--- src/design/qrt_pkg.sv ---
// ----------------------------------------------------------------------------
// qrt_pkg
// Shared widths, vector types and register indexes for the quaternion
// rigid transform core.
// ----------------------------------------------------------------------------
package qrt_pkg;

   localparam int VW   = 32;  // Q16.16 coordinate width
   localparam int QW   = 32;  // Q2.30 quaternion component width
   localparam int PAW  = 64;  // exact sum of three Q2.30 x Q16.16 products
   localparam int AW   = 34;  // q x v + w*v after rounding, kept wide
   localparam int PTW  = 66;  // exact sum of two Q2.30 x (AW) products
   localparam int TW   = 36;  // 2*(q x a) after rounding
   localparam int RW   = 38;  // v + t + translation before saturation
   localparam int IDXW = 3;   // register index width

   localparam logic signed [QW-1:0] Q_ONE = 32'sh4000_0000;
   localparam logic signed [QW-1:0] Q_MIN = 32'shC000_0000;

   // half an output LSB for each rounding step
   localparam logic signed [PAW-1:0] RND_A = 64'sh0000_0000_2000_0000;
   localparam logic signed [PTW-1:0] RND_T = 66'sh0_0000_0000_1000_0000;

   typedef enum logic [IDXW-1:0] {
      REG_ROT_W   = 3'd0,
      REG_ROT_X   = 3'd1,
      REG_ROT_Y   = 3'd2,
      REG_ROT_Z   = 3'd3,
      REG_SHIFT_X = 3'd4,
      REG_SHIFT_Y = 3'd5,
      REG_SHIFT_Z = 3'd6
   } reg_idx_type;

   typedef struct packed {
      logic signed [QW-1:0] w;
      logic signed [QW-1:0] x;
      logic signed [QW-1:0] y;
      logic signed [QW-1:0] z;
   } quat_type;

   typedef struct packed {
      logic signed [VW-1:0] x;
      logic signed [VW-1:0] y;
      logic signed [VW-1:0] z;
   } vec_type;

   typedef struct packed {
      logic signed [AW-1:0] x;
      logic signed [AW-1:0] y;
      logic signed [AW-1:0] z;
   } avec_type;

   typedef struct packed {
      logic signed [TW-1:0] x;
      logic signed [TW-1:0] y;
      logic signed [TW-1:0] z;
   } tvec_type;

endpackage

--- src/design/qrt_csr.sv ---
// ----------------------------------------------------------------------------
// qrt_csr
// Configuration registers: quaternion (clamped to [-1, 1] on write) and
// translation.
// ----------------------------------------------------------------------------
module qrt_csr (
   input  logic                 clock,
   input  logic                 reset,
   input  logic                 csr_valid,
   output logic                 csr_ready,
   input  logic [2:0]           csr_index,
   input  logic [31:0]          csr_data,
   output qrt_pkg::quat_type    quat,
   output qrt_pkg::vec_type     shift
);
   import qrt_pkg::*;

   quat_type             quat_ff;
   vec_type              shift_ff;
   logic signed [QW-1:0] clamp_in;

   assign csr_ready = 1'b1;

   // hold quaternion components inside [-1, 1]
   always_comb begin
      if ($signed(csr_data) > Q_ONE) begin
         clamp_in = Q_ONE;
      end else if ($signed(csr_data) < Q_MIN) begin
         clamp_in = Q_MIN;
      end else begin
         clamp_in = $signed(csr_data);
      end
   end

   always_ff @(posedge clock) begin
      if (reset) begin
         quat_ff  <= '{w: Q_ONE, x: '0, y: '0, z: '0};
         shift_ff <= '0;
      end else if (csr_valid) begin
         unique case (reg_idx_type'(csr_index))
            REG_ROT_W:   quat_ff.w  <= clamp_in;
            REG_ROT_X:   quat_ff.x  <= clamp_in;
            REG_ROT_Y:   quat_ff.y  <= clamp_in;
            REG_ROT_Z:   quat_ff.z  <= clamp_in;
            REG_SHIFT_X: shift_ff.x <= $signed(csr_data);
            REG_SHIFT_Y: shift_ff.y <= $signed(csr_data);
            REG_SHIFT_Z: shift_ff.z <= $signed(csr_data);
            default: ;  // drop writes beyond the register list
         endcase
      end
   end

   assign quat  = quat_ff;
   assign shift = shift_ff;

endmodule

--- config.mk ---
export PLATFORM = sky130hd
export DESIGN_NAME = qrt_csr
export DESIGN_NICKNAME = d
export VERILOG_FILES = /design/src/design/qrt_pkg.sv /design/src/design/qrt_csr.sv
export SDC_FILE = /design/constraint.sdc
export NUM_CORES = 1
export LEC_CHECK = 0
export ABC_AREA = 0
export BUFFER_PORTS_ARGS = -buffer_cell sky130_fd_sc_hd__buf_2
export CORE_MARGIN = 2
export CORE_UTILIZATION = 51
export CTS_BUF_LIST = sky130_fd_sc_hd__clkbuf_4 sky130_fd_sc_hd__clkbuf_8
export CTS_CLUSTER_SIZE = 10
export DETAILED_ROUTE_END_ITERATION = 8
export PLACE_DENSITY = 0.91
export RECOVER_POWER = 25
export SYNTH_ARGS = -nofsm -noshare
export SYNTH_HDL_FRONTEND = slang
export SYNTH_SLANG_ARGS = --single-unit
--- constraint.sdc ---
create_clock -name clock -period 2.2 [get_ports clock]
set_input_delay 0.44 -clock clock [delete_from_list [all_inputs] [get_ports clock]]
set_output_delay 0.44 -clock clock [all_outputs]
set_load 0.005 [all_outputs]
==> results of run 1 <==
[final cells by class]
class	count	area (um^2)
clock buffer	55	676
clock inverter	9	73.8
fill	1103	4730
inverter	1	3.75
multi-input combinational	446	2710
sequential	224	4480
tap	184	230
timing repair buffer	288	1510
[cells by family (layout without fill, tap and decap cells)]
| family | count (synthesis) | count (layout) | share of synthesized area [%] |
|---|---|---|---|
| multiplexers | 4 | 4 | 0.534 |
| other | 1 | 1 | 0.0500 |
| flip-flops | 224 | 224 | 59.8 |
| buffers and inverters | 77 | 353 | 4.51 |
| AND/OR/NAND/NOR | 220 | 220 | 12.2 |
| AO/OA/AOI/OAI | 221 | 221 | 22.9 |
[per-stage QoR]
step                worst slack [ns]  area [um^2]
floorplan                      0.455         7500
CTS                            0.578         9730
global route                   0.283         9690
detailed placement            0.0306         8980
finish                         0.391         9690
global placement               0.105         8980
[cell usage after synthesis, types with 2 or more instances]
library cell,instances
mux2i_1,4
nor2b_1,4
nand4b_1,2
a211oi_1,3
buf_4,4
and4b_1,3
dfxtp_1,224
a32o_1,120
a21oi_1,97
clkbuf_1,60
nor2_1,12
buf_2,9
nand2_1,192
buf_6,3
[final timing paths]
kind | start | endpoint | slack, ns
setup / recovery | csr_index[2] | quat[37] | 0.39
hold / removal | csr_data[19] | shift[83] | 0.26
setup reg to reg | quat[126] | quat[126] | 1.49
hold reg to reg | shift[13] | shift[13] | 0.45
[registers in the layout (all words and copies together) (netlist names)]
register / flops
shift: 96
quat: 128
[power groups by stage]
stage | clock [mW] | sequential, mW | combinational, mW
5_1_grt | 3.94 | 4.17 | 0.558
4_1_cts | 3.72 | 4.17 | 0.523
2_1_floorplan | 0 | 4.26 | 0.239
3_3_place_gp | 0 | 4.25 | 0.506
3_5_place_dp | 0 | 4.26 | 0.520
6_report | 3.68 | 4.17 | 0.524
[cells in the final DEF, fill, tap and decap left out, types with 2 or more instances in the layout]
cell type	instances
buf_4	20
clkbuf_4	13
clkbuf_1	6
clkbuf_8	42
buf_12	2
a211oi_1	3
a32o_1	120
nand4b_1	2
nand2_1	192
dfxtp_1	224
clkinv_2	7
mux2i_1	4
nor2_1	9
and4b_1	3
buf_2	259
a21oi_1	96
nor2b_2	3
nor2_2	4
[metal layers]
layer / GRT usage, % / share of wire [%] / vias to the layer above
met2: 47.8 / 48 / 405
met4: 13.7 / 3.9 / 0
met1: 35.9 / 39 / 3432
met5: 0 / 0 / -
li1: - / - / 3200
met3: 8.52 / 9.3 / 68
==> Implementation_results.wiki, run 1 <==
{| class="wikitable"
! Metric !! Value
|-
| Run status || finished, final reports clean
|-
| Number of routed nets with antenna violations || 0
|-
| Count of nets after finishing || 1035
|-
| Hold crit path type || input pin to register
|-
| Worst stage delay on the critical path || 0.78 ns
|-
| Number of antenna cells inserted || 0
|-
| CP endpoint kind || register
|-
| Rel. slew slack || 20.5%
|-
| Hold bufs inserted after CTS || 0
|-
| Mapped Nets || 785
|-
| Post-synthesis sequential element count || 224
|-
| Placement Rows || 44
|-
| Power Internal || 6.38 mW
|-
| Unrepaired setup endpoints after global routing || no
|-
| Floorplan core area || 14400 um^2
|-
| Number of buffers added for setup after CTS || 0
|-
| Pin slew with the least headroom to its limit || 1.19 ns
|-
| Number of global-route vias before repair || 6687
|-
| Fraction of the yosys area taken by sequential cells || 59.8%
|-
| Number of synthesized flops with an enable pin || 0
|-
| Fraction of final layout cells with drive strength greater than 1 || 35.0%
|-
| Dominant cell type by area after synthesis || dfxtp_1
|-
| Required time of the worst setup path || 2.63 ns
|-
| Clock group share of total power || 43.9%
|-
| First-pass GRT wire length || 36600 um
|-
| Largest net degree at the start of global routing || 121
|-
| Total half-perimeter wirelength after legalization and detailed placement || 15800 um
|-
| TNS Setup || 0 ns
|-
| CTS tree || done
|-
| Async set-reset flop share out of synthesis || 0%
|-
| Number of violations reported at the end of detailed-routing iteration 0 || 579
|-
| Data arrival time of the worst path || 2.24 ns
|-
| Dominant register cell in the synthesized netlist || dfxtp_1
|-
| CTS root buffer || clkbuf_8
|-
| Clock net sink count || 224
|-
| Max Freq || 553 MHz
|-
| Synth Cell Area || 7500 um^2
|-
| Routed wire length || 24100 um
|-
| Cell Pwr Density || 864 nW/um^2
|-
| Buffers added on ports || 261
|-
| GR Util All Layers || 29.3%
|-
| Stages on the worst setup path || 5
|-
| Element type at the critical path start || input pin
|-
| Critical path cell sequence || clkbuf_1 -> and4bb_1 -> nor2_2 -> buf_4 -> a32o_1
|-
| Hold depth || 3
|-
| DIE WIDTH || 125 um
|-
| Synth unique cells || 24
|-
| Cell at the slowest stage of the critical path || nor2_2
|-
| Clock buffer count from CTS || 36
|-
| Clock-pin transition on the worst setup and hold timing paths || 0.07 ns
|-
| Number of cells upsized or downsized after cts || 0
|-
| Leakage || 4.28 nW
|-
| Logic depth of the worst register-to-register path || 1
|-
| Vias per cell || 5.89
|-
| Count of mapped cells out of synthesis || 747
|-
| Worst Hold Slack || 0.261 ns
|-
| Count of yosys warnings during synthesis || 0
|-
| Biggest area contributors in the synthesized netlist || dfxtp_1 60%, a32o_1 16%, nand2_1 9.6%
|-
| Die Footprint || 15700 um^2
|-
| Max cap viols || 0
|-
| Worst clock skew || 0 ns
|-
| Length of the first detailed-routing pass in iterations || 8
|-
| Weighted congestion at the end of routability-driven global placement || 0.821
|-
| I/O pin count || 263
|-
| Max Buffers Root-to-Sink || 3
|-
| Top Family by Delay on Critical Path || simple AND/OR/NAND/NOR gates
|-
| Height of the die || 125 um
|-
| Number of H-tree branching levels || 2
|-
| Detailed-route DRC error count || 0
|-
| Final critical-path share of the clock period || 82.2%
|-
| Final std cells w/o fill || 1207
|-
| Setup Crit Path Kind || input pin to register
|-
| Clock insertion delay at the later pin of the skew report || 0.49 ns
|-
| GRT overflow || 0
|-
| # placed instances || 1143
|-
| Total Power Consumption || 8.37 mW
|-
| Count of endpoints failing setup in the final report || 0
|-
| Worst supply voltage drop on vdd || 650 uV
|-
| Starting density of the core || 52.0%
|-
| Routed length per placed instance || 20.0 um
|-
| Number of hold violations in the final report || 0
|-
| Number of buffer and inverter stages on the critical path || 2
|-
| Vias || 7105
|-
| Max-slew violation count || 0
|-
| Synth top area share || 59.8%
|-
| Min Clock Period, post-route || 1.81 ns
|-
| Area added between synthesis and finish || 29.2%
|-
| Reg power frac || 49.8%
|-
| Comb power frac || 6.3%
|-
| Mapped Avg Cell Area || 10.0 um^2
|-
| Antenna violations before repair || 0
|-
| Switching power share of the total || 23.7%
|-
| Layout Utilization || 67.2%
|-
| Net Switching || 1.99 mW
|-
| Worst-path fanout max || 21
|}
No activity file was read; power rests on OpenSTA's default activity.
==> run 2: changes to the inputs <==
==> constraint.sdc (replaced) <==
create_clock -name clock -period 1.78 [get_ports clock]
set_input_delay 0.356 -clock clock [delete_from_list [all_inputs] [get_ports clock]]
set_output_delay 0.356 -clock clock [all_outputs]
set_load 0.005 [all_outputs]
==> Implementation_results.wiki, run 2 (synthesized netlist as in run 1, its figures left out) <==
{| class="wikitable"
! Metric !! Value
|-
| Run status || finished, final reports clean
|-
| Reg-to-reg setup timing slack || 1.10 ns (-0.39 ns)
|-
| Max cap viols || 0 (unchanged)
|-
| Max-slew violation count || 0 (unchanged)
|-
| Required time of the worst setup path || 2.23 ns (-0.40 ns)
|-
| Critical path cell sequence || clkbuf_1 -> clkbuf_1 -> and4b_1 -> nor2b_1 -> clkbuf_2 -> a32o_1
|-
| Worst-path fanout max || 10 (-52%)
|-
| Number of antenna cells inserted || 0 (unchanged)
|-
| Length of the first detailed-routing pass in iterations || 5 (-3)
|-
| Pin slew with the least headroom to its limit || 0.796 ns (-0.396 ns)
|-
| Leakage || 4.32 nW (+1.0%)
|-
| GRT overflow || 0 (unchanged)
|-
| CTS root buffer || clkbuf_8
|-
| Placement Rows || 44 (unchanged)
|-
| Clock-pin transition on the worst setup and hold timing paths || 0.06 ns (about the same)
|-
| Unrepaired setup endpoints after global routing || no
|-
| Leading cell type in the layout, fill and taps excluded || buf_2
|-
| Vias per cell || 5.88 (-0.17%)
|-
| Max Buffers Root-to-Sink || 3 (unchanged)
|-
| Largest net degree at the start of global routing || 53 (-56%)
|-
| Buffers added on ports || 261 (unchanged)
|-
| First-pass GRT wire length || 36500 um (-0.15%)
|-
| Min Clock Period, post-route || 1.47 ns
|-
| Worst clock skew || 0 ns (unchanged)
|-
| GR Util All Layers || 29.1% (-0.19 points)
|-
| Total half-perimeter wirelength after legalization and detailed placement || 16200 um (+1.9%)
|-
| Number of cells upsized or downsized after cts || 0 (unchanged)
|-
| Hold bufs inserted after CTS || 0 (unchanged)
|-
| Number of H-tree branching levels || 2 (unchanged)
|-
| Number of buffers added for setup after CTS || 0 (unchanged)
|-
| Count of endpoints failing setup in the final report || 0 (unchanged)
|-
| Clock net sink count || 224 (unchanged)
|-
| Worst supply voltage drop on vdd || 748 uV (+15%)
|-
| Cell Pwr Density || 1040 nW/um^2 (+20%)
|-
| HP Start || reset
|-
| Setup Crit Path Kind || input pin to register
|-
| Weighted congestion at the end of routability-driven global placement || 0.845 (+3.0%)
|-
| Number of global-route vias before repair || 6860 (+2.6%)
|-
| Starting density of the core || 52.0% (unchanged)
|-
| Highest-count cells in the layout ignoring fill and taps || 258 x buf_2, 224 x dfxtp_1, 192 x nand2_1
|-
| Detailed-route DRC error count || 0 (unchanged)
|-
| Rel. slew slack || 46.8% (+26 points)
|-
| TNS Setup || 0 ns (unchanged)
|-
| Die Footprint || 15700 um^2 (unchanged)
|-
| I/O pin count || 263 (unchanged)
|-
| Element type at the critical path start || input pin
|-
| Vias || 7128 (+0.32%)
|-
| Number of hold violations in the final report || 0 (unchanged)
|-
| Number of fill cells || 1121 (+1.6%)
|-
| Fraction of final layout cells with drive strength greater than 1 || 35.4% (+0.38 points)
|-
| Hold crit path type || input pin to register
|-
| Clock buffer count from CTS || 36 (unchanged)
|-
| CP endpoint kind || register
|-
| Cell repeated most along the worst path || clkbuf_1
|-
| Number of buffer and inverter stages on the critical path || 3 (+1)
|-
| Routed length per placed instance || 19.5 um (-2.2%)
|-
| Storage element area || 4480 um^2 (unchanged)
|-
| DIE WIDTH || 125 um (unchanged)
|-
| Max Freq || 680 MHz
|-
| Area added between synthesis and finish || 30.1%
|-
| CTS tree || done
|-
| Max FFs per register || 128 (unchanged)
|-
| Data arrival time of the worst path || 1.92 ns (-0.32 ns)
|-
| Cell at the slowest stage of the critical path || and4b_1
|-
| Multi-input combinational cell area || 2720 um^2 (+0.46%)
|-
| Worst Hold Slack || 0.164 ns (-0.0977 ns)
|-
| Number of routed nets with antenna violations || 0 (unchanged)
|-
| Floorplan core area || 14400 um^2 (unchanged)
|-
| Routed wire length || 23700 um (-1.7%)
|-
| Top Family by Delay on Critical Path || buffers and inverters
|-
| Reg2reg start || shift[53]
|-
| Final critical-path share of the clock period || 82.6%
|-
| Number of violations reported at the end of detailed-routing iteration 0 || 622 (+7.4%)
|-
| Height of the die || 125 um (unchanged)
|-
| Worst stage delay on the critical path || 0.39 ns (-0.39 ns)
|-
| Antenna violations before repair || 0 (unchanged)
|-
| Setup crit start || csr_index[0]
|-
| Clock insertion delay at the later pin of the skew report || 0.50 ns (about the same)
|-
| Count of nets after finishing || 1045 (+0.97%)
|}
-- run 2: power breakdown --
group          leakage, nW  internal [mW]  switching, mW  total [mW]
logic                 2.14          0.222          0.447       0.669
clock network        0.374           2.37           1.91        4.29
registers             1.81           5.11         0.0449        5.15
-- run 2: final cells by class --
class / count / share of cell area, %
Inverter: 1 / 0.0385
Timing Repair Buffer: 298 / 16.5
Multi-Input combinational cell: 446 / 27.9
Sequential cell: 224 / 46.0
Tap cell: 184 / 2.36
Clock inverter: 8 / 0.462
Clock buffer: 52 / 6.76
-- run 2: stage by stage --
step | util (%) | power, mW | instances | area [um^2] | worst slack [ns]
after floorplan | - | 5.56 | 747 | 7500 | 0.119
after global placement | 63.0 | 5.91 | 1153 | 9090 | 0.0857
after detailed placement | 63.0 | 5.92 | 1153 | 9090 | 0.0412
after CTS | 67.9 | 10.2 | 1213 | 9790 | 0.367
after global routing | 67.6 | 10.5 | 1213 | 9750 | 0.213
final | 67.6 | 10.1 | 1213 | 9750 | 0.310
-- run 2: worst paths after layout --
| path | end | cells past startpoint |
|---|---|---|
| worst max-delay path | quat[28] | 6 |
| worst min-delay path | shift[31] | 2 |
| worst max register to register | shift[53] | 2 |
| worst min register to register | shift[25] | 2 |
-- run 2: routing by layer --
layer	vias to the layer above	share of wire (%)	GRT usage (%)
met3	78	9.4	8.22
met1	3426	39	35.1
met5	-	0	0
li1	3215	-	-
met2	409	48	48.4
met4	0	4.2	13.5
