### src/design/qrt_pkg.sv
// ----------------------------------------------------------------------------
// qrt_pkg
// Shared widths, vector types and register indexes for the quaternion
// rigid transform core.
// ----------------------------------------------------------------------------
package qrt_pkg;

   localparam int VW   = 32;  // Q16.16 coordinate width
   localparam int QW   = 32;  // Q2.30 quaternion component width
   localparam int PAW  = 64;  // exact sum of three Q2.30 x Q16.16 products
   localparam int AW   = 34;  // q x v + w*v after rounding, kept wide
   localparam int PTW  = 66;  // exact sum of two Q2.30 x (AW) products
   localparam int TW   = 36;  // 2*(q x a) after rounding
   localparam int RW   = 38;  // v + t + translation before saturation
   localparam int IDXW = 3;   // register index width

   localparam logic signed [QW-1:0] Q_ONE = 32'sh4000_0000;
   localparam logic signed [QW-1:0] Q_MIN = 32'shC000_0000;

   // half an output LSB for each rounding step
   localparam logic signed [PAW-1:0] RND_A = 64'sh0000_0000_2000_0000;
   localparam logic signed [PTW-1:0] RND_T = 66'sh0_0000_0000_1000_0000;

   typedef enum logic [IDXW-1:0] {
      REG_ROT_W   = 3'd0,
      REG_ROT_X   = 3'd1,
      REG_ROT_Y   = 3'd2,
      REG_ROT_Z   = 3'd3,
      REG_SHIFT_X = 3'd4,
      REG_SHIFT_Y = 3'd5,
      REG_SHIFT_Z = 3'd6
   } reg_idx_type;

   typedef struct packed {
      logic signed [QW-1:0] w;
      logic signed [QW-1:0] x;
      logic signed [QW-1:0] y;
      logic signed [QW-1:0] z;
   } quat_type;

   typedef struct packed {
      logic signed [VW-1:0] x;
      logic signed [VW-1:0] y;
      logic signed [VW-1:0] z;
   } vec_type;

   typedef struct packed {
      logic signed [AW-1:0] x;
      logic signed [AW-1:0] y;
      logic signed [AW-1:0] z;
   } avec_type;

   typedef struct packed {
      logic signed [TW-1:0] x;
      logic signed [TW-1:0] y;
      logic signed [TW-1:0] z;
   } tvec_type;

endpackage

### src/design/qrt_place.sv
// ----------------------------------------------------------------------------
// qrt_place
// Final stage: add the rotation term and, for points, the translation,
// then saturate each component to Q16.16 into the output register.
// ----------------------------------------------------------------------------
module qrt_place (
   input  logic                 clock,
   input  logic                 reset,
   input  logic                 in_valid,
   output logic                 in_ready,
   input  qrt_pkg::vec_type     shift,
   input  qrt_pkg::tvec_type    t_in,
   input  qrt_pkg::vec_type     v_in,
   input  logic                 dir_in,
   output logic                 out_valid,
   input  logic                 out_ready,
   output qrt_pkg::vec_type     r_out,
   output logic                 sat_out
);
   import qrt_pkg::*;

   logic signed [RW-1:0] sx, sy, sz;
   logic signed [RW-1:0] rx, ry, rz;
   logic [2:0]           hi, lo;
   vec_type              r_in, r_ff;
   logic                 sat_in, sat_ff;
   logic                 vld_ff;
   logic                 adv;

   assign adv      = !vld_ff || out_ready;
   assign in_ready = adv;

   always_comb begin
      // directions skip the translation
      sx = dir_in ? '0 : RW'(shift.x);
      sy = dir_in ? '0 : RW'(shift.y);
      sz = dir_in ? '0 : RW'(shift.z);
      rx = RW'(v_in.x) + RW'(t_in.x) + sx;
      ry = RW'(v_in.y) + RW'(t_in.y) + sy;
      rz = RW'(v_in.z) + RW'(t_in.z) + sz;

      hi[0] = !rx[RW-1] && (rx[RW-2:VW-1] != '0);
      lo[0] =  rx[RW-1] && (rx[RW-2:VW-1] != '1);
      hi[1] = !ry[RW-1] && (ry[RW-2:VW-1] != '0);
      lo[1] =  ry[RW-1] && (ry[RW-2:VW-1] != '1);
      hi[2] = !rz[RW-1] && (rz[RW-2:VW-1] != '0);
      lo[2] =  rz[RW-1] && (rz[RW-2:VW-1] != '1);

      r_in.x = hi[0] ? {1'b0, {(VW-1){1'b1}}} : lo[0] ? {1'b1, {(VW-1){1'b0}}} : rx[VW-1:0];
      r_in.y = hi[1] ? {1'b0, {(VW-1){1'b1}}} : lo[1] ? {1'b1, {(VW-1){1'b0}}} : ry[VW-1:0];
      r_in.z = hi[2] ? {1'b0, {(VW-1){1'b1}}} : lo[2] ? {1'b1, {(VW-1){1'b0}}} : rz[VW-1:0];
      sat_in = |(hi | lo);
   end

   always_ff @(posedge clock) begin
      if (reset) begin
         vld_ff <= 1'b0;
      end else if (adv) begin
         vld_ff <= in_valid;
      end
   end

   always_ff @(posedge clock) begin
      if (adv) begin
         r_ff   <= r_in;
         sat_ff <= sat_in;
      end
   end

   assign out_valid = vld_ff;
   assign r_out     = r_ff;
   assign sat_out   = sat_ff;

endmodule

### config.mk
export PLATFORM = sky130hd
export DESIGN_NAME = qrt_place
export DESIGN_NICKNAME = d
export VERILOG_FILES = /design/src/design/qrt_pkg.sv /design/src/design/qrt_place.sv
export SDC_FILE = /design/constraint.sdc
export NUM_CORES = 1
export LEC_CHECK = 0
export BUFFER_PORTS_ARGS = -buffer_cell sky130_fd_sc_hd__buf_2
export CAP_MARGIN = 5
export CORE_MARGIN = 3
export CORE_UTILIZATION = 46
export CTS_BUF_LIST = sky130_fd_sc_hd__clkbuf_8
export DETAILED_ROUTE_END_ITERATION = 6
export GPL_TIMING_DRIVEN = 0
export HOLD_SLACK_MARGIN = 0.15
export MAX_ROUTING_LAYER = met4
export PLACE_DENSITY = 0.73
export SYNTH_ARGS = -nofsm -noshare
export SYNTH_HDL_FRONTEND = slang
export SYNTH_SLANG_ARGS = --single-unit
### constraint.sdc
create_clock -name clock -period 5.15 [get_ports clock]
set_input_delay 0.515 -clock clock [delete_from_list [all_inputs] [get_ports clock]]
set_output_delay 0.515 -clock clock [all_outputs]
set_load 0.1 [all_outputs]
==> qor.csv, run 1 <==
metric,value,unit
status,finished clean,
Setup crit start kind,primary input,
sw power,5.133,mW
pre-CTS setup slack,-1.542,ns
P_leak,7.349,nW
internal power,3.055,mW
"CTS clk-pin slew, worst paths",0.12,ns
synthesized area per cell,9.408,µm²
sequential power share,0.184,
"most used cell, CP",buf_2,
CP Data Arrival Time,5.22,ns
Max Cap Violations,0,
R2R Path End,r_out[43],
Crit Path Max Fanout,10,
vias in the first global route,12210,
"Hold Vio Cnt, Final",0,
switching power share of the total,0.6269,
Hold Crit Start,reset,
clock group share of total power,0.070,
Post-synth EDFFs,97,
Clock Tree Buf Depth,2,
Netlist cell types,74,
Peak supply drop,0.0003557,V
DR iter-0 viols,997,
gr ovfl total,0,
via count,12240,
"delay-heaviest family, CP",compound AO/OA/AOI/OAI gates,
Port Buffers,402,
Root Driver,clkbuf_8,
Synth Flop Type,edfxtp_1,
area added between synthesis and finish,21.97,%
worst r2r src,out_valid,
r2r setup slk,3.58,ns
Worst-Skew Late Latency,0.41,ns
fin nets,2310,
layout cells sized above 1,0.2669,
row cnt,60,
Antenna Cells,0,
DR vias/cell,5.658,
RePlAce Congestion,0.9523,
TritonRoute pass-1 iters,5,
number of fill cells in the layout,2490,
synthesis-stage register bit count,98,
CP max-delay cell,or4_1,
type of the worst min-delay path,in -> reg,
Clock Skews,0.02325,ns
TritonCTS Buffers,9,
Die X,173.6,µm
core area,0.02725,mm²
post-route ant nets,0,
postcts setup bufs,0,
Die Height,173.6,µm
count of buffer and inverter cells on the critical path,4,
Worst setup EP type,flop,
H-tree depth,3,
FF-to-FF path depth,2,
measured slew at the worst slew-check pin,0.7679,ns
Final Cycle Share,0.9596,
cell chain of the critical path,buf_2 -> clkbuf_2 -> nor2b_1 -> fa_1 -> ha_1 -> buf_2 -> a21oi_1 -> o21ai_0 -> a31oi_1 -> a211oi_1 -> nor3_2 -> o221ai_1 -> xnor2_1 -> or4_1 -> o31ai_4 -> buf_2 -> a31o_1,
TritonCTS clock tree,yes,
IO Count,404,
Mapped Cells,1374,
Post-synth ARST share,0,
drt drc,0,
GRT Total Usage,0.2804,
final wirelength,42.07,mm
Hold Crit Depth,2,
flip-flop and latch area,0.002933,mm²
pin count of the biggest net entering global routing,54,
fin crit period,4.942,ns
relative slew slack,0.4816,
mapped cell area,0.01293,mm²
die area,0.03015,mm²
combinational fraction of design power,0.746,
initial antenna violation count,0,
first-pass GRT wire length,65.41,mm
CP peak stage delay,0.63,ns
Worst EP required,5.43,ns
HPWL after detailed placement,35.14,mm
"most common cell after layout, fill and taps aside",buf_2,
setup ws final,0.2079,ns
WHS Endpoint,out_valid,
TritonCTS Sinks,98,
critical path class,in -> reg,
Highest Clock Rate,202.3,MHz
hold slack,0.3213,ns
Synth warnings,0,
Initial Utilization,0.4743,
Final Max Tran Viols,0,
total nets after synthesis,1898,
routed len/inst,19.45,µm
"commonest non-fill, non-tap cells in the layout","buf_2, a21oi_1, fa_1",
post-synthesis sequential area ratio,0.2269,
setup violators final,0,
multi-input logic area,0.009657,mm²
PD cells,519.3,mW/mm²
## kinds of logic (layout without fill, tap and decap cells)
kind of cell / count (synthesis) / count (layout) / share of synthesized area
AOI/OAI and AO/OA: 463 / 463 / 0.2371
xor gates and xnor gates: 86 / 86 / 0.05827
buffers and inverters: 109 / 526 / 0.03446
adders and majority gates: 219 / 219 / 0.2764
and+or+nand+nor: 393 / 393 / 0.1622
DFF: 98 / 98 / 0.2269
muxes: 6 / 6 / 0.004646
## worst register-to-register path, stage by stage (launching register included)
cell and delay, ns:
dfxtp_1 0.35, nand2b_4 0.51, buf_16 0.35
## stage by stage
| step | util | cell area, µm² | setup TNS, ns | instances | total power, mW |
|---|---|---|---|---|---|
| floorplan | - | 12930 | 0 | 1374 | 6.311 |
| global placement | 0.5652 | 15400 | -87.45 | 2148 | 7.514 |
| detailed placement | 0.5665 | 15440 | -91.20 | 2149 | 7.547 |
| CTS | 0.5756 | 15690 | 0 | 2165 | 8.151 |
| global route | 0.5786 | 15770 | -0.06932 | 2163 | 8.608 |
| finish | 0.5786 | 15770 | 0 | 2163 | 8.187 |
## layer usage
metal | global-route usage | part of all wire | vias up
li1 | - | - | 5863
met1 | 0.3619 | 0.43 | 5807
met2 | 0.4635 | 0.48 | 518
met3 | 0.03329 | 0.061 | 50
met4 | 0.08847 | 0.028 | 0
met5 | - | 0 | -
## flip-flops by register name, summed over array words and instances, names as in the netlist
name / cells
out_valid: 1
sat_out: 1
r_out: 96
## synth_stat cells (all sizes together) (4+ instances only)
| library cell | instances | area (µm²) |
|---|---|---|
| o21bai | 22 | 165.2 |
| xnor2 | 54 | 473.0 |
| a21boi | 7 | 52.55 |
| nor3 | 21 | 110.1 |
| o221ai | 5 | 43.79 |
| nand2 | 86 | 322.8 |
| and4 | 5 | 43.79 |
| mux2i | 6 | 60.06 |
| or3 | 11 | 68.82 |
| a221oi | 5 | 43.79 |
| clkbuf | 44 | 167.7 |
| and3 | 17 | 106.4 |
| o21a | 36 | 270.3 |
| inv | 46 | 172.7 |
| edfxtp | 97 | 2913 |
| nand3 | 25 | 125.1 |
| nor2b | 101 | 639.4 |
| a211oi | 11 | 82.58 |
| o211ai | 15 | 112.6 |
| a21o | 97 | 728.2 |
| o21ai | 65 | 329.1 |
| a31o | 5 | 43.79 |
| o2111ai | 5 | 43.79 |
| a41oi | 4 | 35.03 |
| a211o | 4 | 35.03 |
| nand4 | 22 | 143.9 |
| a21oi | 130 | 650.6 |
| nand2b | 13 | 81.33 |
| nor4 | 6 | 37.54 |
| ha | 108 | 1351 |
| o31ai | 8 | 60.06 |
| o41ai | 4 | 35.03 |
| and2 | 13 | 81.33 |
| buf | 19 | 105.1 |
| xor2 | 32 | 280.3 |
| nor2 | 59 | 224.0 |
| a31oi | 13 | 81.33 |
| fa | 111 | 2222 |
## what timing repair did
action | in CTS | in global routing
hold buffers | 0 | 0
endpoints found under the setup margin | 63 | 60
gates resized for setup | 14 | 29
## worst max-delay path by stage
stage / from / to / depth (start not counted) / slack [ns]
CTS: dir_in / r_out[67] / 16 / 0.01
finish: dir_in / r_out[67] / 17 / 0.21
global route: dir_in / r_out[67] / 18 / -0.03
floorplan: dir_in / r_out[67] / 16 / 0.54
detailed placement: dir_in / r_out[68] / 17 / -1.54
global placement: dir_in / r_out[67] / 16 / -1.43
## layout make-up
class,count,area share
inverters,46,0.01095
flip-flops and latches,98,0.1860
well taps,372,0.02952
multi-input cells,1167,0.6125
clock inverters,7,0.005158
repair buffers,403,0.1294
plain buffers,61,0.01865
clock buffers,9,0.007857
## power by group through the flow
stage | Sequential [mW] | Clock [mW] | Combinational, mW
5_1_grt | 1.54 | 0.606 | 6.46
4_1_cts | 1.51 | 0.582 | 6.06
6_report | 1.51 | 0.574 | 6.10
2_1_floorplan | 4.25 | 0 | 2.06
3_5_place_dp | 1.52 | 0 | 6.03
3_3_place_gp | 1.52 | 0 | 5.99
Note: power is estimated with default switching activity, not from simulation.
==> inputs of run 2 (changes only) <==
--- a/config.mk
+++ b/config.mk
@@ -5,8 +5,10 @@
 export SDC_FILE = /design/constraint.sdc
 export NUM_CORES = 1
 export LEC_CHECK = 0
+export ABC_AREA = 1
 export BUFFER_PORTS_ARGS = -buffer_cell sky130_fd_sc_hd__buf_2
 export CAP_MARGIN = 5
+export CORE_ASPECT_RATIO = 0.9
 export CORE_MARGIN = 3
 export CORE_UTILIZATION = 46
 export CTS_BUF_LIST = sky130_fd_sc_hd__clkbuf_8
@@ -14,7 +16,7 @@
 export GPL_TIMING_DRIVEN = 0
 export HOLD_SLACK_MARGIN = 0.15
 export MAX_ROUTING_LAYER = met4
-export PLACE_DENSITY = 0.73
+export PLACE_DENSITY = 0.72
 export SYNTH_ARGS = -nofsm -noshare
 export SYNTH_HDL_FRONTEND = slang
 export SYNTH_SLANG_ARGS = --single-unit
==> qor.csv, run 2 <==
metric,value,unit
Netlist cell types,44,
TritonCTS Buffers,9,
synthesized area per cell,7.074,µm²
hold bufs inserted after CTS,0,
RePlAce Congestion,1.009,
"most common cell after layout, fill and taps aside",nand2_1,
Clock Skews,0.01579,ns
layout cells sized above 1,0.2242,
die area,0.03309,mm²
count of buffer and inverter cells on the critical path,4,
CP peak stage delay,0.67,ns
Synth Flop Type,edfxtp_1,
Port Buffers,402,
"commonest non-fill, non-tap cells in the layout","nand2_1, buf_2, inv_1",
Die X,191.4,µm
"delay-heaviest family, CP",simple AND/OR/NAND/NOR gates,
total nets after synthesis,2536,
Setup crit start kind,primary input,
final instance area,0.01700,mm²
Peak supply drop,0.0006451,V
Root Driver,clkbuf_8,
combinational fraction of design power,0.750,
cell chain of the critical path,clkbuf_2 -> buf_1 -> nor2_1 -> fa_1 -> ha_1 -> nand2_1 -> nor2_1 -> nand3_1 -> inv_1 -> nand4_1 -> nand3_1 -> nand2_1 -> nand2_1 -> nand2_1 -> nand2_1 -> nor2_1 -> nand2_1 -> nand2_2 -> buf_4 -> nand3_1 -> nand2_1,
switching power share of the total,0.6474,
Die Height,172.9,µm
Synth area leader,edfxtp_1,
fin nets,2950,
"Hold Vio Cnt, Final",0,
Post-synth EDFFs,97,
Worst EP required,5.29,ns
Post-synth ARST share,0,
Final Max Tran Viols,0,
drt drc,0,
TritonCTS Sinks,98,
status,finished clean,
Initial Utilization,0.4716,
Highest Clock Rate,213.7,MHz
vias in the first global route,14170,
initial antenna violation count,4,
sequential power share,0.181,
setup ws final,0.4696,ns
Mapped Cells,2012,
TritonRoute pass-1 iters,5,
Synth area leaders,"edfxtp_1, nand2_1, fa_1",
DR iter-0 viols,996,
Yosys top cell area share,0.2047,
via count,14490,
PD cells,514.6,mW/mm²
Final Cycle Share,0.9088,
P_leak,8.929,nW
Worst setup EP type,flop,
synthesis-stage register bit count,98,
cell with the most instances after synthesis,nand2_1,
"most used cell, CP",nand2_1,
first-pass GRT wire length,75.18,mm
H-tree depth,3,
CP Data Arrival Time,4.82,ns
area added between synthesis and finish,19.44,%
post-route ant nets,0,
max reg flops,96,
final wirelength,48.65,mm
routed len/inst,17.14,µm
Worst-Skew Late Latency,0.41,ns
post-synthesis sequential area ratio,0.2061,
total power,8.748,mW
GRT Total Usage,0.2975,
Crit Path Max Fanout,10,
sw power,5.664,mW
gr ovfl total,0,
pin count of the biggest net entering global routing,60,
setup violators final,0,
core area,0.03018,mm²
DP Area,0.01678,mm²
internal power,3.085,mW
measured slew at the worst slew-check pin,0.8672,ns
fin crit period,4.680,ns
Synth warnings,0,
critical path class,in -> reg,
type of the worst min-delay path,in -> reg,
relative slew slack,0.4219,
IO Count,404,
synth cell count leaders,"nand2_1, inv_1, nor2_1",
unrepaired setup endpoints after global routing,no,
mapped cell area,0.01423,mm²
"CTS clk-pin slew, worst paths",0.13,ns
clock group share of total power,0.069,
CP max-delay cell,buf_1,
number of fill cells in the layout,3071,
pre-CTS setup slack,-0.2200,ns
Clock Tree Buf Depth,2,
Max Cap Violations,0,
row cnt,60,
TritonCTS clock tree,yes,
HPWL after detailed placement,42.39,mm
DR vias/cell,5.105,
[run 2: cell types whose count changed after synthesis, sizes merged, moves of 95 or more]
cell and change:
nand3 +95, nor2b -101, a21o -96, nand2 +543, nor2 +200, inv +247
[run 2: final timing paths]
path                            slack (ns)      start   endpoint  depth (start not counted)
worst min register to register        1.18  out_valid  r_out[65]                          1
worst min-delay path                  0.27      reset  out_valid                          2
worst max register to register        3.50  out_valid  r_out[43]                          2
worst max-delay path                  0.47     dir_in  r_out[52]                         21
[run 2: final cells by class]
type / instances / area (µm²) / area share
repair buffers: 403 / 2032 / 0.1195
clock inverters: 7 / 87.58 / 0.005152
flip-flops and latches: 98 / 2933 / 0.1725
diodes: 4 / 10.01 / 0.0005888
clock buffers: 9 / 123.9 / 0.007287
plain buffers: 27 / 188.9 / 0.01111
multi-input cells: 1592 / 10010 / 0.5888
inverters: 295 / 1110 / 0.06529
well taps: 403 / 504.2 / 0.02966
[run 2: worst register-to-register path, cell delays in order, from the launching register on]
cell     delay (ns)
dfxtp_1        0.35
nand2_4        0.61
buf_12         0.35
[run 2: power by group through the flow]
stage | combinational, mW | sequential, mW | clock [mW]
after floorplan | 2.36 | 4.34 | 0
after global placement | 6.48 | 1.60 | 0
after detailed placement | 6.53 | 1.59 | 0
after CTS | 6.54 | 1.58 | 0.611
after global routing | 6.99 | 1.61 | 0.632
final | 6.56 | 1.58 | 0.600
[run 2: layer usage]
metal	routed length, µm	share of wire	vias up	global-route usage
met5	0	0	-	-
met4	877	0.018	0	0.06389
met3	4025	0.083	41	0.04845
met2	21330	0.44	586	0.4496
met1	22420	0.46	6629	0.4228
li1	-	-	7231	-
[run 2: cells by family after synthesis]
family                     count (synthesis)  synth area share
and+or+nand+nor                         1059            0.3087
buffers and inverters                    322           0.09117
AOI/OAI and AO/OA                        249            0.1019
adders and majority gates                219            0.2511
DFF                                       98            0.2061
xor gates and xnor gates                  65           0.04105
[run 2: timing repair]
| item | CTS | global route |
|---|---|---|
| buffers inserted | 0 | 0 |
| endpoints found under the setup margin | 0 | 32 |
| resized for setup | 0 | 3 |
| hold endpoints to repair | 0 | 0 |
[run 2: per-stage QoR]
step,hold WS (ns),instances,TNS [ns],utilization
2_1_floorplan,0.5841,2012,0,-
3_3_place_gp,0.6923,2817,-3.566,0.5550
3_5_place_dp,0.6957,2818,-3.706,0.5559
4_1_cts,0.2519,2834,0,0.5629
5_1_grt,0.2559,2838,0,0.5633
6_report,0.2721,2838,0,0.5633
==> inputs of run 3 (changes only) <==
--- a/config.mk
+++ b/config.mk
@@ -6,7 +6,7 @@
 export NUM_CORES = 1
 export LEC_CHECK = 0
 export ABC_AREA = 1
-export BUFFER_PORTS_ARGS = -buffer_cell sky130_fd_sc_hd__buf_2
+export BUFFER_PORTS_ARGS = -buffer_cell sky130_fd_sc_hd__buf_4
 export CAP_MARGIN = 5
 export CORE_ASPECT_RATIO = 0.9
 export CORE_MARGIN = 3
==> qor.csv, run 3 (same netlist as run 2, synthesis figures left out) <==
metric,value,unit
TritonCTS Sinks,98,
via count,14750,
layout cells sized above 1,0.2246,
"most common cell after layout, fill and taps aside",nand2_1,
CP max-delay cell,buf_1,
measured slew at the worst slew-check pin,0.7735,ns
CP Data Arrival Time,4.90,ns
Die X,191.4,µm
Peak supply drop,0.0006201,V
Highest Clock Rate,211.2,MHz
PD cells,504.4,mW/mm²
count of buffer and inverter cells on the critical path,4,
combinational fraction of design power,0.757,
Post-CTS Resized,0,
Final Max Tran Viols,0,
CP peak stage delay,0.63,ns
vias in the first global route,14470,
die area,0.03309,mm²
cell chain of the critical path,clkbuf_2 -> buf_1 -> nor2_1 -> fa_1 -> ha_1 -> nand2_1 -> nor2_1 -> inv_1 -> nor4_1 -> nand2_1 -> nand2_1 -> nand2_1 -> nand2_1 -> nor2_1 -> nand2_1 -> nand2_2 -> buf_4 -> nand3_1 -> nand2_1,
sequential power share,0.175,
status,finished clean,
IO Count,404,
Final Cycle Share,0.9192,
Max Cap Violations,0,
area added between synthesis and finish,26.57,%
row cnt,60,
Clock Tree Buf Depth,2,
first-pass GRT wire length,75.96,mm
fin nets,2950,
P_leak,9.301,nW
fin crit period,4.734,ns
"most used cell, CP",nand2_1,
Worst-Skew Late Latency,0.41,ns
DR vias/cell,5.201,
pin count of the biggest net entering global routing,54,
H-tree depth,3,
initial antenna violation count,2,
postcts setup bufs,0,
core area,0.03018,mm²
Die Height,172.9,µm
Root Driver,clkbuf_8,
switching power share of the total,0.6290,
Fin Setup TNS,0,ns
clock group share of total power,0.068,
DR iter-0 viols,1083,
TritonCTS clock tree,yes,
Worst EP required,5.32,ns
GRT Total Usage,0.3026,
gr ovfl total,0,
type of the worst min-delay path,in -> reg,
critical path class,in -> reg,
sw power,5.716,mW
Crit Path Max Fanout,10,
TritonCTS Buffers,9,
Worst setup EP type,flop,
RePlAce Congestion,1.023,
drt drc,0,
"delay-heaviest family, CP",simple AND/OR/NAND/NOR gates,
internal power,3.371,mW
max reg flops,96,
hold slack,0.2522,ns
routed len/inst,17.62,µm
"Hold Vio Cnt, Final",0,
"CTS clk-pin slew, worst paths",0.13,ns
setup violators final,0,
post-route ant nets,0,
Setup crit start kind,primary input,
unrepaired setup endpoints after global routing,no,
"commonest non-fill, non-tap cells in the layout","nand2_1, buf_4, inv_1",
relative slew slack,0.4843,
Clock Skews,0.02078,ns
TritonRoute pass-1 iters,7,
Port Buffers,402,
HPWL after detailed placement,43.30,mm
hold bufs inserted after CTS,0,
Initial Utilization,0.4716,
final wirelength,49.96,mm
## run 3: changes by cell type in the layout (fill, tap and decap cells not counted)
cell / change
buf_12: -1
diode_2: -2
inv_1: -1
clkinvlp_4: +1
inv_8: +1
inv_6: -1
buf_4: +402
buf_2: -402
buf_16: +1
## run 3: worst paths after layout
path	startpoint	end	slack, ns	cells after the start
setup reg to reg	out_valid	r_out[30]	3.49	2
hold reg to reg	out_valid	out_valid	1.15	2
setup / recovery	dir_in	r_out[50]	0.42	19
hold / removal	reset	out_valid	0.25	2
## run 3: worst register-to-register path, cell delays in order (launching register included)
cell     delay [ns]
dfxtp_1        0.36
nand2_4        0.58
buf_16         0.35
## run 3: area by class of cell
class,count,area [µm²]
fill,2875,12170
multi-input combinational,1592,10010
timing repair buffer,403,3045
sequential,98,2933
inverter,295,1110
tap,403,504.2
buffer,27,188.9
clock buffer,9,123.9
clock inverter,7,93.84
antenna,2,5.005
## run 3: routing by layer
layer	vias up	routed length [µm]	global-route usage
li1	7220	-	-
met3	45	4319	0.04865
met2	617	21910	0.4585
met1	6868	22990	0.4316
met5	-	0	-
met4	0	752	0.05992
## run 3: power by group through the flow
| stage | clock network, mW | logic [mW] | registers [mW] |
|---|---|---|---|
| after floorplan | 0 | 2.36 | 4.34 |
| after global placement | 0 | 6.80 | 1.61 |
| after detailed placement | 0 | 6.84 | 1.59 |
| after CTS | 0.625 | 6.86 | 1.59 |
| after global routing | 0.654 | 7.30 | 1.62 |
| final | 0.617 | 6.88 | 1.59 |
## run 3: metrics by stage
step | power, mW | utilization | setup WS, ns | cells | cell area [µm²]
finish | 9.087 | 0.5969 | 0.4162 | 2836 | 18010
global route | 9.570 | 0.5969 | 0.2514 | 2836 | 18010
CTS | 9.071 | 0.5967 | 0.1928 | 2834 | 18010
detailed placement | 8.435 | 0.5895 | -0.2305 | 2818 | 17790
global placement | 8.409 | 0.5883 | -0.3259 | 2817 | 17750
floorplan | 6.704 | - | 0.6634 | 2012 | 14230
